**src/design/tcpt_pkg.sv**
```systemverilog
// ----------------------------------------------------------------------------
// tcpt_pkg: shared definitions for the timed cover position tracker
// Field widths, bus command bytes, operation and publish codes, register
// indexes, reset values and the result descriptor passed to the output stage.
// ----------------------------------------------------------------------------
package tcpt_pkg;

    // Fraction width of position and tilt by default.
    localparam int FRAC_BITS_DEF = 16;

    // Fixed field widths.
    localparam int ELAPSED_W = 16;
    localparam int TIME_W    = 20;
    localparam int ADDR_W    = 8;
    localparam int CMD_W     = 8;
    localparam int KIND_W    = 2;
    localparam int CFG_IDX_W = 2;
    localparam int SINCE_W   = 16;

    // A periodic position publish fires once the counter passes this period.
    localparam logic [SINCE_W-1:0] PUBLISH_PERIOD_MS = 16'd1000;

    // Request kinds on the input channel.
    localparam logic [KIND_W-1:0] KIND_TICK = 2'd0;
    localparam logic [KIND_W-1:0] KIND_BUS  = 2'd1;
    localparam logic [KIND_W-1:0] KIND_CALL = 2'd2;

    // Bus command bytes.
    localparam logic [CMD_W-1:0] CMD_NONE = 8'h00;
    localparam logic [CMD_W-1:0] CMD_UP   = 8'h09;
    localparam logic [CMD_W-1:0] CMD_DOWN = 8'h08;
    localparam logic [CMD_W-1:0] CMD_STOP = 8'h0a;

    // Motor operation.
    typedef enum logic [1:0] {
        OP_IDLE    = 2'd0,
        OP_OPENING = 2'd1,
        OP_CLOSING = 2'd2,
        OP_SPARE   = 2'd3
    } t_op;

    // Publish event carried with a result.
    typedef enum logic [1:0] {
        PUB_NONE     = 2'd0,
        PUB_FULL     = 2'd1,
        PUB_PERIODIC = 2'd2,
        PUB_SPARE    = 2'd3
    } t_pub;

    // Configuration register indexes.
    typedef enum logic [CFG_IDX_W-1:0] {
        REG_OPEN_TIME   = 2'd0,
        REG_CLOSE_TIME  = 2'd1,
        REG_TILT_TIME   = 2'd2,
        REG_DEVICE_ADDR = 2'd3
    } t_reg_idx;

    // Configuration reset values.
    localparam logic [TIME_W-1:0] OPEN_TIME_RST  = 20'd30000;
    localparam logic [TIME_W-1:0] CLOSE_TIME_RST = 20'd30000;
    localparam logic [TIME_W-1:0] TILT_TIME_RST  = 20'd1500;
    localparam logic [ADDR_W-1:0] ADDR_RST       = 8'd0;

    // Fixed-width part of one result.
    typedef struct packed {
        logic             send_valid;
        logic [CMD_W-1:0] send_command;
        t_op              operation;
        t_pub             publish;
        logic             last;
    } t_emit;

    // Drive command that matches an operation.
    function automatic logic [CMD_W-1:0] op_command(input t_op op);
        logic [CMD_W-1:0] cmd;
        case (op)
            OP_OPENING: cmd = CMD_UP;
            OP_CLOSING: cmd = CMD_DOWN;
            default:    cmd = CMD_STOP;
        endcase
        return cmd;
    endfunction

endpackage

```
**src/design/timed_cover_position_tracker_unit.sv**
```systemverilog
// ----------------------------------------------------------------------------
// timed_cover_position_tracker_unit: time-based cover position estimator
// Tracks position and tilt of a motorized blind from motor run time, handles
// bus commands and control calls, and issues bus commands and publish events.
//
//   Channel   Signals                                   Direction
//   input     i_in_valid / o_in_ready, request fields   consumer
//   result    o_out_valid / i_out_ready, result fields  producer
//   config    i_cfg_valid / o_cfg_ready, index, data    consumer, always ready
//
// A moving tick runs the divide and update steps, plus a periodic publish step
// when due; both bit-serial dividers make a quotient bit per cycle in parallel
// and are skipped when both movements saturate. A bus command runs the bus step,
// a control call the stop, position and tilt steps. Reset is synchronous, active
// low, no clearing. o_in_ready is high only while no request is in work; a full
// output register holds the sequencer only at steps that produce a result.
// ----------------------------------------------------------------------------
module timed_cover_position_tracker_unit #(
    parameter int FRAC_BITS = tcpt_pkg::FRAC_BITS_DEF
) (
    input  logic                           i_clk,
    input  logic                           i_rst_n,
    // Request channel
    input  logic                           i_in_valid,
    output logic                           o_in_ready,
    input  logic [tcpt_pkg::KIND_W-1:0]    i_kind,
    input  logic [tcpt_pkg::ELAPSED_W-1:0] i_elapsed_ms,
    input  logic [tcpt_pkg::CMD_W-1:0]     i_bus_command,
    input  logic                           i_do_stop,
    input  logic                           i_has_position,
    input  logic [FRAC_BITS-1:0]           i_target_pos,
    input  logic                           i_has_tilt,
    input  logic [FRAC_BITS-1:0]           i_target_tilt_in,
    // Result channel
    output logic                           o_out_valid,
    input  logic                           i_out_ready,
    output logic                           o_send_valid,
    output logic [tcpt_pkg::CMD_W-1:0]     o_send_command,
    output logic [tcpt_pkg::ADDR_W-1:0]    o_send_address,
    output logic [FRAC_BITS-1:0]           o_position_now,
    output logic [FRAC_BITS-1:0]           o_tilt_now,
    output logic [1:0]                     o_operation,
    output logic [1:0]                     o_publish,
    output logic                           o_last,
    // Configuration channel
    input  logic                           i_cfg_valid,
    output logic                           o_cfg_ready,
    input  logic [tcpt_pkg::CFG_IDX_W-1:0] i_cfg_index,
    input  logic [tcpt_pkg::TIME_W-1:0]    i_cfg_data
);
    import tcpt_pkg::*;

    localparam logic [FRAC_BITS-1:0] FULL = {FRAC_BITS{1'b1}};
    localparam logic [FRAC_BITS-1:0] HALF = {1'b1, {(FRAC_BITS-1){1'b0}}};

    typedef enum logic [7:0] {
        S_IDLE     = 8'b0000_0001,
        S_DIV      = 8'b0000_0010,
        S_UPDATE   = 8'b0000_0100,
        S_PERIODIC = 8'b0000_1000,
        S_BUS      = 8'b0001_0000,
        S_STOP     = 8'b0010_0000,
        S_POS      = 8'b0100_0000,
        S_TILT     = 8'b1000_0000
    } t_state;

    // Saturating move of an estimate toward open or closed.
    function automatic logic [FRAC_BITS-1:0] step_value(
        input logic [FRAC_BITS-1:0] v,
        input logic [FRAC_BITS-1:0] d,
        input logic                 up
    );
        logic [FRAC_BITS:0]   sum;
        logic [FRAC_BITS-1:0] res;
        sum = {1'b0, v} + {1'b0, d};
        if (up) begin
            res = sum[FRAC_BITS] ? FULL : sum[FRAC_BITS-1:0];
        end else begin
            res = (v < d) ? '0 : (v - d);
        end
        return res;
    endfunction

    // Sequencer and tracker state.
    t_state               r_state, n_state;
    t_op                  r_op, n_op;
    logic [FRAC_BITS-1:0] r_pos, n_pos;
    logic [FRAC_BITS-1:0] r_tilt, n_tilt;
    logic [FRAC_BITS-1:0] r_goal_pos, n_goal_pos;
    logic [FRAC_BITS-1:0] r_goal_tilt, n_goal_tilt;
    logic                 r_bus_trig, n_bus_trig;
    logic [SINCE_W-1:0]   r_since, n_since;
    logic                 r_per, n_per;

    // Configuration registers.
    logic [TIME_W-1:0]    r_open_time;
    logic [TIME_W-1:0]    r_close_time;
    logic [TIME_W-1:0]    r_tilt_time;
    logic [ADDR_W-1:0]    r_addr;

    // Captured request fields.
    logic [CMD_W-1:0]     r_bus_cmd;
    logic                 r_do_stop;
    logic                 r_has_pos;
    logic [FRAC_BITS-1:0] r_tpos;
    logic                 r_has_tilt;
    logic [FRAC_BITS-1:0] r_ttilt;

    logic                 w_accept;
    logic                 w_start;
    logic                 w_free;
    logic                 w_load;
    t_emit                w_emit;
    logic                 w_pos_busy, w_tilt_busy;
    logic [FRAC_BITS-1:0] w_dpos, w_dtilt;
    logic [TIME_W-1:0]    w_pos_dur;
    logic [SINCE_W:0]     w_since_sum;
    logic [SINCE_W-1:0]   w_since_sat;
    logic                 w_up;
    logic [FRAC_BITS-1:0] w_new_pos, w_new_tilt;
    logic                 w_reached;
    logic                 w_end_stop;
    logic                 w_stop_send;
    logic                 w_pos_go, w_tilt_go;
    t_op                  w_pos_op, w_tilt_op;

    assign o_in_ready  = (r_state == S_IDLE);
    assign o_cfg_ready = 1'b1;
    assign w_accept    = i_in_valid && o_in_ready;

    // Configuration writes.
    always_ff @(posedge i_clk) begin
        if (!i_rst_n) begin
            r_open_time  <= OPEN_TIME_RST;
            r_close_time <= CLOSE_TIME_RST;
            r_tilt_time  <= TILT_TIME_RST;
            r_addr       <= ADDR_RST;
        end else if (i_cfg_valid) begin
            unique case (t_reg_idx'(i_cfg_index))
                REG_OPEN_TIME:   r_open_time  <= i_cfg_data;
                REG_CLOSE_TIME:  r_close_time <= i_cfg_data;
                REG_TILT_TIME:   r_tilt_time  <= i_cfg_data;
                REG_DEVICE_ADDR: r_addr       <= i_cfg_data[ADDR_W-1:0];
            endcase
        end
    end

    // Movement dividers, position and tilt in parallel.
    assign w_pos_dur = (r_op == OP_OPENING) ? r_open_time : r_close_time;

    tcpt_serial_div #(
        .FRAC_BITS (FRAC_BITS)
    ) u_div_pos (
        .i_clk     (i_clk),
        .i_rst_n   (i_rst_n),
        .i_start   (w_start),
        .i_elapsed (i_elapsed_ms),
        .i_dur     (w_pos_dur),
        .o_busy    (w_pos_busy),
        .o_quot    (w_dpos)
    );

    tcpt_serial_div #(
        .FRAC_BITS (FRAC_BITS)
    ) u_div_tilt (
        .i_clk     (i_clk),
        .i_rst_n   (i_rst_n),
        .i_start   (w_start),
        .i_elapsed (i_elapsed_ms),
        .i_dur     (r_tilt_time),
        .o_busy    (w_tilt_busy),
        .o_quot    (w_dtilt)
    );

    // Publish counter, saturating.
    assign w_since_sum = {1'b0, r_since} + {1'b0, i_elapsed_ms};
    assign w_since_sat = w_since_sum[SINCE_W] ? {SINCE_W{1'b1}} : w_since_sum[SINCE_W-1:0];

    // Estimates after a tick and the target check.
    assign w_up        = (r_op == OP_OPENING);
    assign w_new_pos   = step_value(r_pos, w_dpos, w_up);
    assign w_new_tilt  = step_value(r_tilt, w_dtilt, w_up);
    assign w_reached   = w_up ? (w_new_pos >= r_goal_pos && w_new_tilt >= r_goal_tilt)
                              : (w_new_pos <= r_goal_pos && w_new_tilt <= r_goal_tilt);
    assign w_end_stop  = (w_up && r_goal_pos == FULL) || (!w_up && r_goal_pos == '0);
    assign w_stop_send = !w_end_stop && !r_bus_trig;

    // Control call decisions; the stop step leaves both estimates as they are,
    // so these also tell which later steps will give a result.
    assign w_pos_go  = r_has_pos && (r_tpos != r_pos || r_tpos == '0 || r_tpos == FULL);
    assign w_pos_op  = (r_tpos == r_pos) ? ((r_tpos == '0) ? OP_CLOSING : OP_OPENING)
                                         : ((r_tpos < r_pos) ? OP_CLOSING : OP_OPENING);
    assign w_tilt_go = r_has_tilt && (r_ttilt != r_tilt);
    assign w_tilt_op = (r_ttilt < r_tilt) ? OP_CLOSING : OP_OPENING;

    // Request sequencer.
    always_comb begin
        n_state     = r_state;
        n_op        = r_op;
        n_pos       = r_pos;
        n_tilt      = r_tilt;
        n_goal_pos  = r_goal_pos;
        n_goal_tilt = r_goal_tilt;
        n_bus_trig  = r_bus_trig;
        n_since     = r_since;
        n_per       = r_per;
        w_start     = 1'b0;
        w_load      = 1'b0;
        w_emit      = '0;

        unique case (r_state)
            S_IDLE: begin
                if (w_accept) begin
                    case (i_kind)
                        KIND_TICK: begin
                            n_since = w_since_sat;
                            if (r_op != OP_IDLE) begin
                                n_per   = w_since_sat > PUBLISH_PERIOD_MS;
                                w_start = 1'b1;
                                n_state = S_DIV;
                            end
                        end
                        KIND_BUS:  n_state = S_BUS;
                        KIND_CALL: n_state = S_STOP;
                        default:   n_state = S_IDLE;
                    endcase
                end
            end

            S_DIV: begin
                if (!w_pos_busy && !w_tilt_busy) begin
                    n_state = S_UPDATE;
                end
            end

            S_UPDATE: begin
                if (!w_reached) begin
                    n_pos   = w_new_pos;
                    n_tilt  = w_new_tilt;
                    n_state = r_per ? S_PERIODIC : S_IDLE;
                end else if (w_free) begin
                    n_pos               = w_new_pos;
                    n_tilt              = w_new_tilt;
                    n_op                = OP_IDLE;
                    w_load              = 1'b1;
                    w_emit.send_valid   = w_stop_send;
                    w_emit.send_command = w_stop_send ? CMD_STOP : CMD_NONE;
                    w_emit.publish      = PUB_FULL;
                    w_emit.last         = !r_per;
                    n_state             = r_per ? S_PERIODIC : S_IDLE;
                end
            end

            S_PERIODIC: begin
                if (w_free) begin
                    w_load         = 1'b1;
                    w_emit.publish = PUB_PERIODIC;
                    w_emit.last    = 1'b1;
                    n_since        = '0;
                    n_state        = S_IDLE;
                end
            end

            S_BUS: begin
                if (w_free) begin
                    case (r_bus_cmd)
                        CMD_UP: begin
                            n_goal_pos = FULL;
                            n_bus_trig = 1'b1;
                            n_op       = OP_OPENING;
                        end
                        CMD_DOWN: begin
                            n_goal_pos = '0;
                            n_bus_trig = 1'b1;
                            n_op       = OP_CLOSING;
                        end
                        CMD_STOP: begin
                            n_bus_trig = 1'b1;
                            n_op       = OP_IDLE;
                        end
                        default: begin
                            n_op = r_op;
                        end
                    endcase
                    w_load         = 1'b1;
                    w_emit.publish = PUB_FULL;
                    w_emit.last    = 1'b1;
                    n_since        = '0;
                    n_state        = S_IDLE;
                end
            end

            S_STOP: begin
                if (!r_do_stop) begin
                    n_state = S_POS;
                end else if (w_free) begin
                    n_bus_trig          = 1'b0;
                    n_op                = OP_IDLE;
                    w_load              = 1'b1;
                    w_emit.send_valid   = 1'b1;
                    w_emit.send_command = CMD_STOP;
                    w_emit.publish      = PUB_FULL;
                    w_emit.last         = !w_pos_go && !w_tilt_go;
                    n_state             = S_POS;
                end
            end

            S_POS: begin
                if (!w_pos_go) begin
                    n_state = S_TILT;
                end else if (w_free) begin
                    n_op                = w_pos_op;
                    n_goal_pos          = r_tpos;
                    n_goal_tilt         = (w_pos_op == OP_CLOSING) ? FULL : '0;
                    n_bus_trig          = 1'b0;
                    w_load              = 1'b1;
                    w_emit.send_valid   = 1'b1;
                    w_emit.send_command = op_command(w_pos_op);
                    w_emit.publish      = PUB_NONE;
                    w_emit.last         = !w_tilt_go;
                    n_state             = S_TILT;
                end
            end

            S_TILT: begin
                if (!w_tilt_go) begin
                    n_state = S_IDLE;
                end else if (w_free) begin
                    n_op                = w_tilt_op;
                    n_goal_pos          = r_pos;
                    n_goal_tilt         = r_ttilt;
                    n_bus_trig          = 1'b0;
                    w_load              = 1'b1;
                    w_emit.send_valid   = 1'b1;
                    w_emit.send_command = op_command(w_tilt_op);
                    w_emit.publish      = PUB_NONE;
                    w_emit.last         = 1'b1;
                    n_state             = S_IDLE;
                end
            end

            default: begin
                n_state = S_IDLE;
            end
        endcase

        // Each result reports the operation after its own event.
        w_emit.operation = n_op;
    end

    // State registers.
    always_ff @(posedge i_clk) begin
        if (!i_rst_n) begin
            r_state     <= S_IDLE;
            r_op        <= OP_IDLE;
            r_pos       <= HALF;
            r_tilt      <= FULL;
            r_goal_pos  <= '0;
            r_goal_tilt <= '0;
            r_bus_trig  <= 1'b0;
            r_since     <= {SINCE_W{1'b1}};
            r_per       <= 1'b0;
        end else begin
            r_state     <= n_state;
            r_op        <= n_op;
            r_pos       <= n_pos;
            r_tilt      <= n_tilt;
            r_goal_pos  <= n_goal_pos;
            r_goal_tilt <= n_goal_tilt;
            r_bus_trig  <= n_bus_trig;
            r_since     <= n_since;
            r_per       <= n_per;
        end
    end

    // Request fields held for the steps that follow acceptance.
    always_ff @(posedge i_clk) begin
        if (w_accept) begin
            r_bus_cmd  <= i_bus_command;
            r_do_stop  <= i_do_stop;
            r_has_pos  <= i_has_position;
            r_tpos     <= i_target_pos;
            r_has_tilt <= i_has_tilt;
            r_ttilt    <= i_target_tilt_in;
        end
    end

    // Output register.
    tcpt_out_stage #(
        .FRAC_BITS (FRAC_BITS)
    ) u_out (
        .i_clk          (i_clk),
        .i_rst_n        (i_rst_n),
        .i_load         (w_load),
        .i_emit         (w_emit),
        .i_addr         (r_addr),
        .i_pos          (n_pos),
        .i_tilt         (n_tilt),
        .i_out_ready    (i_out_ready),
        .o_free         (w_free),
        .o_out_valid    (o_out_valid),
        .o_send_valid   (o_send_valid),
        .o_send_command (o_send_command),
        .o_send_address (o_send_address),
        .o_position_now (o_position_now),
        .o_tilt_now     (o_tilt_now),
        .o_operation    (o_operation),
        .o_publish      (o_publish),
        .o_last         (o_last)
    );

    // The dividers only run while the sequencer waits on them.
    a_div_in_div_state: assert property (@(posedge i_clk) disable iff (!i_rst_n)
        (w_pos_busy || w_tilt_busy) |-> (r_state == S_DIV))
        else $error("divider busy outside the divide step");

    // A tick only reaches the update step while the motor runs.
    a_update_when_moving: assert property (@(posedge i_clk) disable iff (!i_rst_n)
        (r_state == S_UPDATE) |-> (r_op != OP_IDLE))
        else $error("estimate update while idle");

    // A periodic publish clears the counter.
    a_periodic_clears: assert property (@(posedge i_clk) disable iff (!i_rst_n)
        (r_state == S_PERIODIC && w_free) |=> (r_since == '0))
        else $error("publish counter not cleared after periodic publish");

endmodule

```
**src/design/tcpt_serial_div.sv**
```systemverilog
// ----------------------------------------------------------------------------
// tcpt_serial_div: bit-serial travel divider
// Computes min(elapsed * (2^FRAC_BITS - 1) / duration, 2^FRAC_BITS - 1),
// rounded down, one quotient bit per cycle. A zero duration counts as one.
// ----------------------------------------------------------------------------
module tcpt_serial_div #(
    parameter int FRAC_BITS = tcpt_pkg::FRAC_BITS_DEF
) (
    input  logic                         i_clk,
    input  logic                         i_rst_n,
    input  logic                         i_start,
    input  logic [tcpt_pkg::ELAPSED_W-1:0] i_elapsed,
    input  logic [tcpt_pkg::TIME_W-1:0]  i_dur,
    output logic                         o_busy,
    output logic [FRAC_BITS-1:0]         o_quot
);
    import tcpt_pkg::*;

    localparam int NUM_W = ELAPSED_W + FRAC_BITS;
    localparam int CNT_W = $clog2(FRAC_BITS + 1);

    logic                 r_busy;
    logic [CNT_W-1:0]     r_cnt;
    logic [TIME_W-1:0]    r_dur;
    logic [TIME_W-1:0]    r_rem;
    logic [FRAC_BITS-1:0] r_acc;

    logic [NUM_W-1:0]     w_num;
    logic [TIME_W-1:0]    w_dur;
    logic [ELAPSED_W-1:0] w_hi;
    logic                 w_sat;
    logic [TIME_W:0]      w_trial;
    logic [TIME_W:0]      w_diff;
    logic                 w_ge;
    logic [TIME_W-1:0]    n_rem;
    logic [FRAC_BITS-1:0] n_acc;

    // Dividend is elapsed * full scale; the upper part decides saturation.
    assign w_num = {i_elapsed, {FRAC_BITS{1'b0}}} - NUM_W'(i_elapsed);
    assign w_dur = (i_dur == '0) ? TIME_W'(1) : i_dur;
    assign w_hi  = w_num[NUM_W-1:FRAC_BITS];
    assign w_sat = TIME_W'(w_hi) >= w_dur;

    // One restoring step: shift in the next dividend bit, subtract if it fits.
    // Quotient bits enter at the bottom of the same shift register.
    always_comb begin
        w_trial = {r_rem, r_acc[FRAC_BITS-1]};
        w_diff  = w_trial - {1'b0, r_dur};
        w_ge    = w_trial >= {1'b0, r_dur};
        n_rem   = w_ge ? w_diff[TIME_W-1:0] : w_trial[TIME_W-1:0];
        n_acc   = {r_acc[FRAC_BITS-2:0], w_ge};
    end

    // Step counter and busy flag.
    always_ff @(posedge i_clk) begin
        if (!i_rst_n) begin
            r_busy <= 1'b0;
            r_cnt  <= '0;
        end else if (i_start) begin
            r_busy <= !w_sat;
            r_cnt  <= CNT_W'(FRAC_BITS);
        end else if (r_busy) begin
            r_cnt <= r_cnt - CNT_W'(1);
            if (r_cnt == CNT_W'(1)) begin
                r_busy <= 1'b0;
            end
        end
    end

    // Remainder and dividend/quotient shift register.
    always_ff @(posedge i_clk) begin
        if (i_start) begin
            r_dur <= w_dur;
            r_rem <= TIME_W'(w_hi);
            r_acc <= w_sat ? {FRAC_BITS{1'b1}} : w_num[FRAC_BITS-1:0];
        end else if (r_busy) begin
            r_rem <= n_rem;
            r_acc <= n_acc;
        end
    end

    assign o_busy = r_busy;
    assign o_quot = r_acc;

    // The partial remainder always stays below the divisor.
    a_rem_below_div: assert property (@(posedge i_clk) disable iff (!i_rst_n)
        r_busy |-> (r_rem < r_dur))
        else $error("divider remainder not below divisor");

endmodule

```
**src/design/tcpt_out_stage.sv**
```systemverilog
// ----------------------------------------------------------------------------
// tcpt_out_stage: result output register
// Holds one result until the consumer takes it, so the sequencer can work on
// while a finished result waits.
// ----------------------------------------------------------------------------
module tcpt_out_stage #(
    parameter int FRAC_BITS = tcpt_pkg::FRAC_BITS_DEF
) (
    input  logic                        i_clk,
    input  logic                        i_rst_n,
    input  logic                        i_load,
    input  tcpt_pkg::t_emit             i_emit,
    input  logic [tcpt_pkg::ADDR_W-1:0] i_addr,
    input  logic [FRAC_BITS-1:0]        i_pos,
    input  logic [FRAC_BITS-1:0]        i_tilt,
    input  logic                        i_out_ready,
    output logic                        o_free,
    output logic                        o_out_valid,
    output logic                        o_send_valid,
    output logic [tcpt_pkg::CMD_W-1:0]  o_send_command,
    output logic [tcpt_pkg::ADDR_W-1:0] o_send_address,
    output logic [FRAC_BITS-1:0]        o_position_now,
    output logic [FRAC_BITS-1:0]        o_tilt_now,
    output logic [1:0]                  o_operation,
    output logic [1:0]                  o_publish,
    output logic                        o_last
);
    import tcpt_pkg::*;

    logic                 r_valid;
    t_emit                r_emit;
    logic [ADDR_W-1:0]    r_addr;
    logic [FRAC_BITS-1:0] r_pos;
    logic [FRAC_BITS-1:0] r_tilt;

    // The slot can take a new result when empty or being emptied now.
    assign o_free = !r_valid || i_out_ready;

    always_ff @(posedge i_clk) begin
        if (!i_rst_n) begin
            r_valid <= 1'b0;
        end else if (i_load) begin
            r_valid <= 1'b1;
        end else if (i_out_ready) begin
            r_valid <= 1'b0;
        end
    end

    always_ff @(posedge i_clk) begin
        if (i_load) begin
            r_emit <= i_emit;
            r_addr <= i_addr;
            r_pos  <= i_pos;
            r_tilt <= i_tilt;
        end
    end

    assign o_out_valid    = r_valid;
    assign o_send_valid   = r_emit.send_valid;
    assign o_send_command = r_emit.send_command;
    assign o_send_address = r_addr;
    assign o_position_now = r_pos;
    assign o_tilt_now     = r_tilt;
    assign o_operation    = r_emit.operation;
    assign o_publish      = r_emit.publish;
    assign o_last         = r_emit.last;

    // The sequencer never overwrites a result that has not been taken.
    a_load_when_free: assert property (@(posedge i_clk) disable iff (!i_rst_n)
        i_load |-> o_free)
        else $error("result loaded into an occupied output register");

endmodule
```
**config.mk**
```make
export PLATFORM = sky130hd
export DESIGN_NAME = timed_cover_position_tracker_unit
export DESIGN_NICKNAME = d
export VERILOG_FILES = /design/src/design/tcpt_pkg.sv /design/src/design/timed_cover_position_tracker_unit.sv /design/src/design/tcpt_serial_div.sv /design/src/design/tcpt_out_stage.sv
export SDC_FILE = /design/constraint.sdc
export NUM_CORES = 1
export LEC_CHECK = 0
export BUFFER_PORTS_ARGS = -buffer_cell sky130_fd_sc_hd__buf_4
export CORE_MARGIN = 2
export CORE_UTILIZATION = 25
export CTS_BUF_LIST = sky130_fd_sc_hd__clkbuf_8
export CTS_CLUSTER_DIAMETER = 100
export CTS_CLUSTER_SIZE = 24
export DETAILED_ROUTE_END_ITERATION = 6
export SLEW_MARGIN = 20
export SYNTH_ARGS = -nofsm -noshare
export SYNTH_HDL_FRONTEND = slang
export SYNTH_SLANG_ARGS = --single-unit
```
**constraint.sdc**
```tcl
create_clock -name i_clk -period 9.47 [get_ports i_clk]
set_input_delay 0 -clock i_clk [delete_from_list [all_inputs] [get_ports i_clk]]
set_output_delay 0 -clock i_clk [all_outputs]
set_load 0.02 [all_outputs]
```
==> results of run 1 <==
[power by group through the flow]
| stage | combinational [µW] | sequential (µW) | clock (µW) |
|---|---|---|---|
| 6_report | 454 | 1820 | 867 |
| 3_3_place_gp | 415 | 1850 | 0 |
| 5_1_grt | 505 | 1830 | 949 |
| 2_1_floorplan | 278 | 1840 | 0 |
| 4_1_cts | 452 | 1820 | 899 |
| 3_5_place_dp | 419 | 1850 | 0 |
[path summary, 6_finish.rpt]
check,slack (ns),cells after the start,to,from
max,2.87,19,u_out.o_tilt_now[1]$_DFFE_PP_,u_div_pos.o_quot[1]$_DFFE_PP_
min,0.06,2,r_tpos[11]$_DFFE_PP_,i_target_pos[11]
max reg2reg,2.87,19,u_out.o_tilt_now[1]$_DFFE_PP_,u_div_pos.o_quot[1]$_DFFE_PP_
min reg2reg,0.45,0,u_out.o_send_address[2]$_DFFE_PP_,r_addr[2]$_SDFFE_PN0P_
[synthesized netlist by cell type, types with 27 or more instances]
| master | n | area [µm²] |
|---|---|---|
| a21o_1 | 56 | 420 |
| a21oi_1 | 259 | 1300 |
| clkbuf_1 | 100 | 375 |
| dfxtp_1 | 181 | 3620 |
| edfxtp_1 | 195 | 5860 |
| ha_1 | 221 | 2770 |
| inv_1 | 227 | 852 |
| mux2_2 | 27 | 304 |
| mux2i_1 | 43 | 430 |
| nand2_1 | 247 | 927 |
| nand2b_1 | 29 | 181 |
| nand3_1 | 45 | 225 |
| nand4_1 | 35 | 219 |
| nor2_1 | 237 | 890 |
| nor2b_1 | 39 | 244 |
| nor3_1 | 59 | 295 |
| nor4_1 | 28 | 175 |
| o211ai_1 | 39 | 293 |
| o21a_1 | 28 | 210 |
| o21ai_0 | 109 | 546 |
| xnor2_1 | 39 | 342 |
| xor2_1 | 28 | 245 |
[registers in the layout, indices dropped and copies added (netlist names), 16 cells and up]
| register | count |
|---|---|
| r_close_time | 20 |
| r_goal_pos | 16 |
| r_goal_tilt | 16 |
| r_open_time | 20 |
| r_pos | 16 |
| r_since | 16 |
| r_tilt | 16 |
| r_tilt_time | 20 |
| r_tpos | 16 |
| r_ttilt | 16 |
| u_div_pos.o_quot | 16 |
| u_div_pos.r_dur | 20 |
| u_div_pos.r_rem | 20 |
| u_div_tilt.o_quot | 16 |
| u_div_tilt.r_dur | 20 |
| u_div_tilt.r_rem | 20 |
| u_out.o_position_now | 16 |
| u_out.o_tilt_now | 16 |
[layout make-up]
cell class / count / area share [%]
diodes: 2 / 0.0180
clock buffers: 24 / 1.19
clock inverters: 15 / 0.561
inverters: 229 / 3.09
multi-input cells: 1952 / 47.7
flip-flops and latches: 376 / 34.0
well taps: 1265 / 5.68
repair buffers: 253 / 7.73
[cell families (layout without fill, tap and decap cells)]
group | count (synthesis) | count (layout) | share of synthesized area, %
compound gates | 720 | 720 | 19.8
xor+xnor | 67 | 67 | 2.43
fa+ha+maj | 228 | 228 | 12.0
buf+inv | 366 | 521 | 6.03
flops | 376 | 376 | 39.3
mux | 70 | 70 | 3.04
other cells | 2 | 8 | 0.0311
simple gates | 861 | 861 | 17.4
[metrics by stage]
stage / area (µm²) / utilization, % / hold WS [ns]
global route: 27900 / 29.2 / 0.0238
finish: 27900 / 29.2 / 0.0593
floorplan: 24200 / - / 0.0989
global placement: 26400 / 27.7 / 0.179
CTS: 27800 / 29.2 / 0.000294
detailed placement: 26400 / 27.7 / 0.179
[worst max-delay path, delay by kind of cell (launching register included)]
family                   cells  cell delay, ns
buffers and inverters        2            0.61
adder cells (fa/ha/maj)      2            0.62
AO/OA/AOI/OAI                9            3.20
flip-flops                   1            0.50
AND/OR/NAND/NOR              6            1.30
[cells in the final DEF, fill, tap and decap left out, types with 24 or more instances in the layout]
master / instances
edfxtp_1: 195
a21oi_1: 258
dlygate4sd3_1: 93
nor4_1: 28
inv_1: 235
mux2i_1: 43
xor2_1: 28
nand3_1: 45
a31oi_1: 25
nand2_1: 247
xnor2_1: 39
mux2_2: 27
o21a_1: 28
buf_4: 159
nand2b_1: 28
nor2b_1: 38
clkbuf_8: 24
dfxtp_1: 181
nor3_1: 59
nor2_1: 236
o211ai_1: 39
a21o_1: 56
ha_1: 221
o221ai_1: 24
nand4_1: 35
o21ai_0: 109
[metal layers]
| layer | global-route usage [%] | share of wire [%] |
|---|---|---|
| met1 | 18.7 | 44 |
| met2 | 24.6 | 48 |
| met3 | 1.12 | 4.0 |
| met4 | 5.25 | 3.7 |
| met5 | 0 | 0 |
[timing repair]
item,4_1_cts,5_1_grt
buffers inserted,0,0
endpoints found under the setup margin,0,0
hold buffers,93,0
endpoints found under the hold margin,176,0
==> reports/qor.txt, run 1 <==
Global-route wire length before repair -> 112 mm
Clock power frac -> 27.6%
Worst-path clk slew -> 0.15 ns
Synth Register Bits -> 376
Row Count -> 113
Max-slew violations -> 0
Number of buffers created by CTS -> 22
Initial core utilization -> 25.3%
GRT overflow -> 0
Final min period -> 6.60 ns
Initial antenna violation count -> 2
Multi-input gate area -> 0.0133 mm²
Die Height -> 315 µm
P&R area growth vs syn -> 15.4%
DIE WIDTH -> 315 µm
Crit Path Max Fanout -> 26
Final Wtd Congestion -> 0.882
Arr. time, crit path -> 6.89 ns
Detailed Route Iter0 Violations -> 1,613
Max Cap Violations -> 0
Setup violators final -> 0
Drt pass-1 iters -> 5
Slowest CP cell -> a21oi_4
CTS tree -> built
Internal power -> 2240 µW
Worst slack, placed -> 2.87 ns
Flop pwr share -> 57.9%
Combinational power share -> 14.5%
Ys Warns -> 0
CP endpoint kind -> flip-flop
DR vias/cell -> 4.92
Core ar. -> 0.0953 mm²
Routed length per placed instance -> 17.7 µm
FFs w/ async S/R, synth -> 0%
Period utilization -> 69.7%
Distinct cells, synth -> 96
Clock latency on the worst-skew pair -> 0.65 ns
Post-Route Skew -> 0.0502 ns
Largest net degree at the start of global routing -> 70
Cell Area, Synth -> 0.0241 mm²
Post-route total power -> 3140 µW
Switch share -> 28.6%
TritonCTS Sinks -> 376
Clock buffer depth -> 3
Worst Path Class, Setup -> flip-flop to flip-flop
Status -> finished clean
EDFF count, synth -> 195
Vias in the first global route -> 19,700
DRC Markers -> 0
Top-Level Pins -> 145
Setup TNS Final -> 0 ns
P_leak -> 0.0111 µW
Max Fclk -> 151 MHz
Cell count after synthesis -> 2,690
Most frequent CP cell -> ha_1
Buffers added on ports -> 138
Fillers -> 10,100
Register area share after synthesis -> 39.3%
Net switching power figure -> 898 µW
Htree depth -> 1
Layout cells sized above 1 -> 10.5%
PwrDens -> 113 mW/mm²
Mapped Avg Cell Area -> 8.97 µm²
CP Data Required Time -> 9.76 ns
Worst vdd ir -> 0.0877 mV
Worst slew pin tran -> 1.05 ns
Post-DP HPWL -> 55.1 mm
CP peak stage delay -> 0.69 ns
Cell Count, Final, Fillers Out -> 4,116
Unrepaired setup endpoints after global routing -> false
Via count -> 20,300
Total global-route track usage -> 14.3%
Layout net count -> 3,150
Die area -> 0.0991 mm²
Worst relative slew slack -> 30.2%
Final ANT Viol Nets -> 0
Register area -> 0.00948 mm²
Cells along the critical path -> inv_1 > ha_1 > nand2b_1 > a221oi_1 > o311ai_1 > a21boi_0 > o211ai_1 > a2111oi_0 > nor4b_1 > ha_1 > nand4_1 > or3_1 > a211oi_1 > o31a_1 > nor3_2 > nor4_2 > o21ai_0 > a21oi_4 > buf_4
Worst min-delay path category -> input pin to flip-flop
Setup WS post-layout -> 2.87 ns
Post-cts resize count -> 0
DP Cell Count -> 3,981
Final Hold Viols -> 0
CTS root buf -> clkbuf_8
Synth Flop Type -> edfxtp_1
Routed wire length -> 72.7 mm
Crit start category -> flip-flop
(Power assumes the default switching activity.)
==> run 2, diff against run 1 <==
ABC_AREA = 1   (was unset)
clock period = 6.7 ns   (was 9.47 ns; I/O delays follow)
==> run 2 against run 1 <==
Net effect: setup slack worse by 2.1 ns; critical path depth is 9 higher; hold slack lost 0.0034 ns; total power increased by 98%; wire length up 8.7%; clock skew up 0.025 ns; register-to-register slack lost 2.1 ns; cell count increased by 16%; final area rose by 4.5%; utilization up 0.40 points; first-iteration DRC count increased by 16%; largest power group unchanged.
==> reports/qor.txt, run 2 <==
Status -> finished clean
Final Hold Viols -> 0 (unchanged)
Post-DP HPWL -> 61.3 mm (+11%)
Setup violators final -> 0 (unchanged)
Largest net degree at the start of global routing -> 69 (-1.4%)
Global-route wire length before repair -> 122 mm (+8.6%)
Final ANT Viol Nets -> 0 (unchanged)
Buffers added on ports -> 138 (unchanged)
Setup TNS Final -> 0 ns (unchanged)
Distinct cells, synth -> 61 (-36%)
Unrepaired setup endpoints after global routing -> false
Die Height -> 319 µm (+1.3%)
Initial core utilization -> 25.2% (-0.12 points)
Commonest non-fill, non-tap cells in the layout -> nand2_1, inv_1, nor2_1
Final core occ -> 29.6% (+0.40 points)
P_leak -> 0.0130 µW (+17%)
Vias in the first global route -> 21,500 (+9.6%)
CP bufs+invs -> 3 (+1)
FFs w/ async S/R, synth -> 0% (unchanged)
Die area -> 0.102 mm² (+2.6%)
Detailed Route Iter0 Violations -> 1,873 (+16%)
CTS tree -> built
Area contributors post-synth -> edfxtp_1, dfxtp_1, ha_1
P&R area growth vs syn -> 17.5%
CTS root buf -> clkbuf_8
Initial antenna violation count -> 3 (+1)
Row Count -> 115 (+1.8%)
Cell Area, Synth -> 0.0248 mm² (+2.6%)
Clock buffer depth -> 3 (unchanged)
Synth top area share -> 23.6% (-0.62 points)
Final min period -> 5.98 ns (-0.625 ns)
Drt pass-1 iters -> 6 (+1)
Kind of cell adding the most delay to the critical path -> simple AND/OR/NAND/NOR gates
Yosys top cell by area -> edfxtp_1
Total global-route track usage -> 15.0% (+0.67 points)
Cell count after synthesis -> 3,263 (+21%)
Most common cell in the synthesized netlist -> nand2_1
Max-slew violations -> 0 (unchanged)
DRC Markers -> 0 (unchanged)
Worst min-delay path category -> input pin to flip-flop
Top post-synthesis cells by count -> nand2_1, inv_1, nor2_1
Max Cap Violations -> 0 (unchanged)
Post-CTS Setup Inserts -> 0 (unchanged)
Fillers -> 10,500 (+3.9%)
GRT overflow -> 0 (unchanged)
PwrDens -> 213 mW/mm² (+89%)
Max Fclk -> 167 MHz (+10%)
Worst vdd ir -> 0.131 mV (+49%)
Routed wire length -> 79.1 mm (+8.7%)
Routed length per placed instance -> 16.6 µm (-6.3%)
Commonest non-fill, non-tap cell in the layout -> nand2_1
Clock latency on the worst-skew pair -> 0.72 ns (+0.07 ns)
CP endpoint kind -> flip-flop
Crit Path Max Fanout -> 15 (-42%)
Core ar. -> 0.0983 mm² (+3.1%)
Ys Warns -> 0 (unchanged)
Worst slew pin tran -> 1.01 ns (-0.0339 ns)
CP peak stage delay -> 0.55 ns (-0.14 ns)
Worst relative slew slack -> 32.2% (+2.0 points)
Layout cells sized above 1 -> 7.28% (-3.2 points)
DIE WIDTH -> 319 µm (+1.3%)
Layout net count -> 3,787 (+20%)
Post-Route Skew -> 0.0756 ns (+0.0254 ns)
TritonCTS Sinks -> 376 (unchanged)
EDFF count, synth -> 195 (unchanged)
Worst Path Class, Setup -> flip-flop to flip-flop
Mapped Avg Cell Area -> 7.59 µm² (-15%)
Register area share after synthesis -> 38.3% (-1.0 points)
Crit start category -> flip-flop
Period utilization -> 89.2% (+20 points)
Slowest CP cell -> dlygate4sd3_1
Top-Level Pins -> 145 (unchanged)
Arr. time, crit path -> 6.65 ns (-0.24 ns)
DR vias/cell -> 4.77 (-3.2%)
Via count -> 22,800 (+12%)
Final Wtd Congestion -> 0.942 (+6.8%)
Synth Register Bits -> 376 (unchanged)
Htree depth -> 1 (unchanged)
Number of buffers created by CTS -> 24 (+9.1%)
Synth Flop Type -> edfxtp_1
Most frequent CP cell -> nand2_1
CP Data Required Time -> 7.37 ns (-2.39 ns)
Worst-path clk slew -> 0.14 ns (about the same)
==> run 2: cell type report <==
type                            instances  area [µm²]  share of cell area [%]
Inverter                              454        1700                    5.85
Timing Repair Buffer                  303        2650                    9.11
Antenna cell                            2        5.00                  0.0172
Multi-Input combinational cell       2312       13100                    45.0
Sequential cell                       376        9480                    32.6
Clock buffer                           25         344                    1.18
Clock inverter                         19         218                   0.748
Tap cell                             1287        1610                    5.53
==> run 2: cells by family after synthesis <==
group | Yosys count | synth area share, %
xor+xnor | 67 | 2.37
buf+inv | 579 | 9.09
compound gates | 694 | 15.6
flops | 376 | 38.3
other cells | 2 | 0.0303
simple gates | 1316 | 22.9
fa+ha+maj | 228 | 11.7
mux | 1 | 0.0404
==> run 2: layer usage <==
metal / routed length [µm] / GRT usage [%] / share of wire [%]
met5: 27 / 0 / 0.034
met4: 1860 / 3.97 / 2.3
met3: 3600 / 1.38 / 4.5
met2: 37600 / 25.7 / 48
met1: 36000 / 20.0 / 45
==> run 2: final timing paths <==
kind                                                   from                             to  slack [ns]  cells after the start
worst min register to register  r_tilt_time[9]$_SDFFE_PN0P_  u_div_tilt.r_dur[9]$_DFFE_PP_        0.44                      0
worst max-delay path                    r_pos[0]$_SDFF_PN0_        r_state[1]$_SDFFE_PN0P_        0.72                     28
worst max register to register          r_pos[0]$_SDFF_PN0_        r_state[1]$_SDFFE_PN0P_        0.72                     28
worst min-delay path                        i_elapsed_ms[1]  u_div_pos.o_quot[3]$_DFFE_PP_        0.06                      4
==> run 2: what timing repair did <==
action                                 4_1_cts  5_1_grt
resized for setup                            0        0
hold buffers                               146        0
endpoints found under the hold margin      213        0
==> run 2: stage by stage <==
step / instance area [µm²] / setup slack [ns] / hold slack, ns / power (µW) / std cells
after floorplan: 24800 / 0.694 / 0.0989 / 4210 / 3267
after global placement: 27100 / 1.45 / 0.179 / 4790 / 4586
after detailed placement: 27100 / 1.37 / 0.179 / 4810 / 4586
after CTS: 29100 / 0.813 / 0.00130 / 6230 / 4776
after global routing: 29100 / 0.177 / 0.0350 / 6580 / 4778
final: 29100 / 0.721 / 0.0559 / 6200 / 4778
==> run 2: worst register-to-register path: cells and delay by family, from the launching register on <==
family,cells,cell delay (ns)
compound gates,5,0.98
fa+ha+maj,3,0.97
flops,1,0.47
buf+inv,3,1.20
simple gates,17,2.31
==> run 2: report_power, final <==
part	switching (µW)	internal, µW	leakage, µW	total, µW
Sequential	173	2670	0.00324	2840
Combinational	1300	723	0.00944	2020
Clock	899	438	0.000297	1340
Total	2370	3830	0.0130	6200
==> run 3, diff against run 2 <==
CORE_ASPECT_RATIO = 1.4   (was unset)
==> run 3 against run 2 <==
Net effect: wire length rose by 6.4%; critical path depth is 1 lower; sequential share of layout area increased by 0.73 points; highest routed layer is now met4.
==> reports/qor.txt, run 3 (synthesis gave the netlist of run 2 again) <==
Status -> finished clean
Final core occ -> 29.0% (-0.62 points)
Max-slew violations -> 0 (unchanged)
P&R area growth vs syn -> 15.0%
TritonCTS Sinks -> 376 (unchanged)
Top-Level Pins -> 145 (unchanged)
Clock buffer depth -> 3 (unchanged)
Crit start category -> flip-flop
Max Fclk -> 184 MHz (+10%)
Post-Route Skew -> 0.0491 ns (-0.0265 ns)
Die Height -> 376 µm (+18%)
Worst relative slew slack -> 26.4% (-5.9 points)
Commonest non-fill, non-tap cell in the layout -> nand2_1
DIE WIDTH -> 270 µm (-15%)
Routed length per placed instance -> 17.7 µm (+7.1%)
Setup WS post-layout -> 1.27 ns (+0.553 ns)
Drt pass-1 iters -> 7 (+1)
Setup violators final -> 0 (unchanged)
Max Cap Violations -> 0 (unchanged)
Worst-path clk slew -> 0.16 ns (+0.02 ns)
Via count -> 22,800 (-0.026%)
Setup TNS Final -> 0 ns (unchanged)
Placed cell area -> 0.0271 mm² (+0.14%)
Post-DP HPWL -> 66.8 mm (+9.0%)
CP Data Required Time -> 7.12 ns (-0.25 ns)
Post-CTS Setup Inserts -> 0 (unchanged)
Worst slew pin tran -> 1.10 ns (+0.0854 ns)
CTS tree -> built
Worst Path Class, Setup -> flip-flop to flip-flop
Global-route wire length before repair -> 127 mm (+4.2%)
CP peak stage delay -> 0.52 ns (-0.03 ns)
Clock latency on the worst-skew pair -> 0.68 ns (-0.04 ns)
Crit Path Max Fanout -> 31 (+16)
Initial antenna violation count -> 3 (unchanged)
Buffers added on ports -> 138 (unchanged)
Routed wire length -> 84.1 mm (+6.4%)
Worst slack, placed -> 1.36 ns (-0.0102 ns)
DRC Markers -> 0 (unchanged)
Most frequent CP cell -> nand2_1
Final ANT Viol Nets -> 0 (unchanged)
Initial core utilization -> 25.2% (about the same)
Unrepaired setup endpoints after global routing -> false
Number of buffers created by CTS -> 19 (-21%)
Worst min-delay path category -> input pin to flip-flop
CP endpoint kind -> flip-flop
Final min period -> 5.43 ns (-0.553 ns)
Period utilization -> 81.0% (-8.3 points)
Detailed Route Iter0 Violations -> 1,494 (-20%)
P_leak -> 0.0127 µW (-2.1%)
Slowest CP cell -> edfxtp_1
Die area -> 0.102 mm² (about the same)
Core ar. -> 0.0982 mm² (about the same)
Commonest non-fill, non-tap cells in the layout -> nand2_1, inv_1, nor2_1
Layout net count -> 3,735 (-1.4%)
GRT overflow -> 0 (unchanged)
Worst vdd ir -> 0.235 mV (+79%)
Largest net degree at the start of global routing -> 72 (+4.3%)
Htree depth -> 1 (unchanged)
WHS -> 0.0437 ns (-0.0122 ns)
Total global-route track usage -> 15.9% (+0.96 points)
Final Wtd Congestion -> 0.968 (+2.7%)
Layout cells sized above 1 -> 6.91% (-0.37 points)
Vias in the first global route -> 22,400 (+3.9%)
DR vias/cell -> 4.80 (+0.69%)
Row Count -> 136 (+18%)
Arr. time, crit path -> 5.85 ns (-0.80 ns)
PwrDens -> 210 mW/mm² (-1.5%)
Final Hold Viols -> 0 (unchanged)
CTS root buf -> clkbuf_8
Design Area, Final -> 0.0285 mm² (-2.2%)
## run 3: cell types whose count changed in the layout (fill, tap and decap cells not counted), sizes merged
cell / before / now
dlygate4sd3: 146 / 98
clkinvlp: 1 / 0
clkinv: 6 / 3
buf: 157 / 158
inv: 465 / 462
diode: 2 / 3
bufinv: 1 / 2
clkbuf: 25 / 19
## run 3: cell type report
| cell class | count | area (µm²) |
|---|---|---|
| Fill cell | 10700 | 69700 |
| Sequential cell | 376 | 9480 |
| Tap cell | 1311 | 1640 |
| Inverter | 454 | 1700 |
| Clock buffer | 19 | 262 |
| Timing Repair Buffer | 256 | 2180 |
| Clock inverter | 13 | 101 |
| Antenna cell | 3 | 7.51 |
| Multi-Input combinational cell | 2312 | 13100 |
## run 3: where the power goes
| part | internal [µW] | total, µW | switching, µW | leakage, µW |
|---|---|---|---|---|
| Sequential | 2670 | 2850 | 180 | 0.00324 |
| Clock | 347 | 1120 | 771 | 0.000223 |
| Combinational | 689 | 2010 | 1320 | 0.00925 |
## run 3: per-stage QoR
step                total power (µW)  instances
floorplan                       4210       3267
global placement                4840       4611
detailed placement              4850       4611
CTS                             6010       4741
global route                    6330       4744
finish                          5980       4744
## run 3: per-layer routing
layer | global-route usage, % | part of all wire [%] | vias up
met5 | 0 | 0 | -
met4 | 9.09 | 6.2 | 0
met3 | 1.01 | 3.4 | 188
met2 | 30.7 | 53 | 564
met1 | 17.0 | 38 | 10800
li1 | - | - | 11200
## run 3: critical path: cells and delay by family, from the launching register on
family	cells	cell delay (ns)
compound gates	7	1.10
fa+ha+maj	3	1.02
buf+inv	4	0.61
flops	1	0.52
simple gates	13	1.93
## run 3: path summary, 6_finish.rpt
| path | cells past startpoint | endpoint | startpoint | slack (ns) |
|---|---|---|---|---|
| hold reg to reg | 0 | u_out.o_send_address[2]$_DFFE_PP_ | r_addr[2]$_SDFFE_PN0P_ | 0.44 |
| setup reg to reg | 27 | u_out.o_position_now[9]$_DFFE_PP_ | u_div_tilt.o_quot[0]$_DFFE_PP_ | 1.27 |
| hold / removal | 5 | r_since[2]$_SDFFE_PN1P_ | i_elapsed_ms[2] | 0.04 |
| setup / recovery | 27 | u_out.o_position_now[9]$_DFFE_PP_ | u_div_tilt.o_quot[0]$_DFFE_PP_ | 1.27 |
## run 3: what timing repair did
action | in CTS | in global routing
hold buffers | 98 | 0
hold endpoints to repair | 146 | 0
resized for setup | 0 | 0
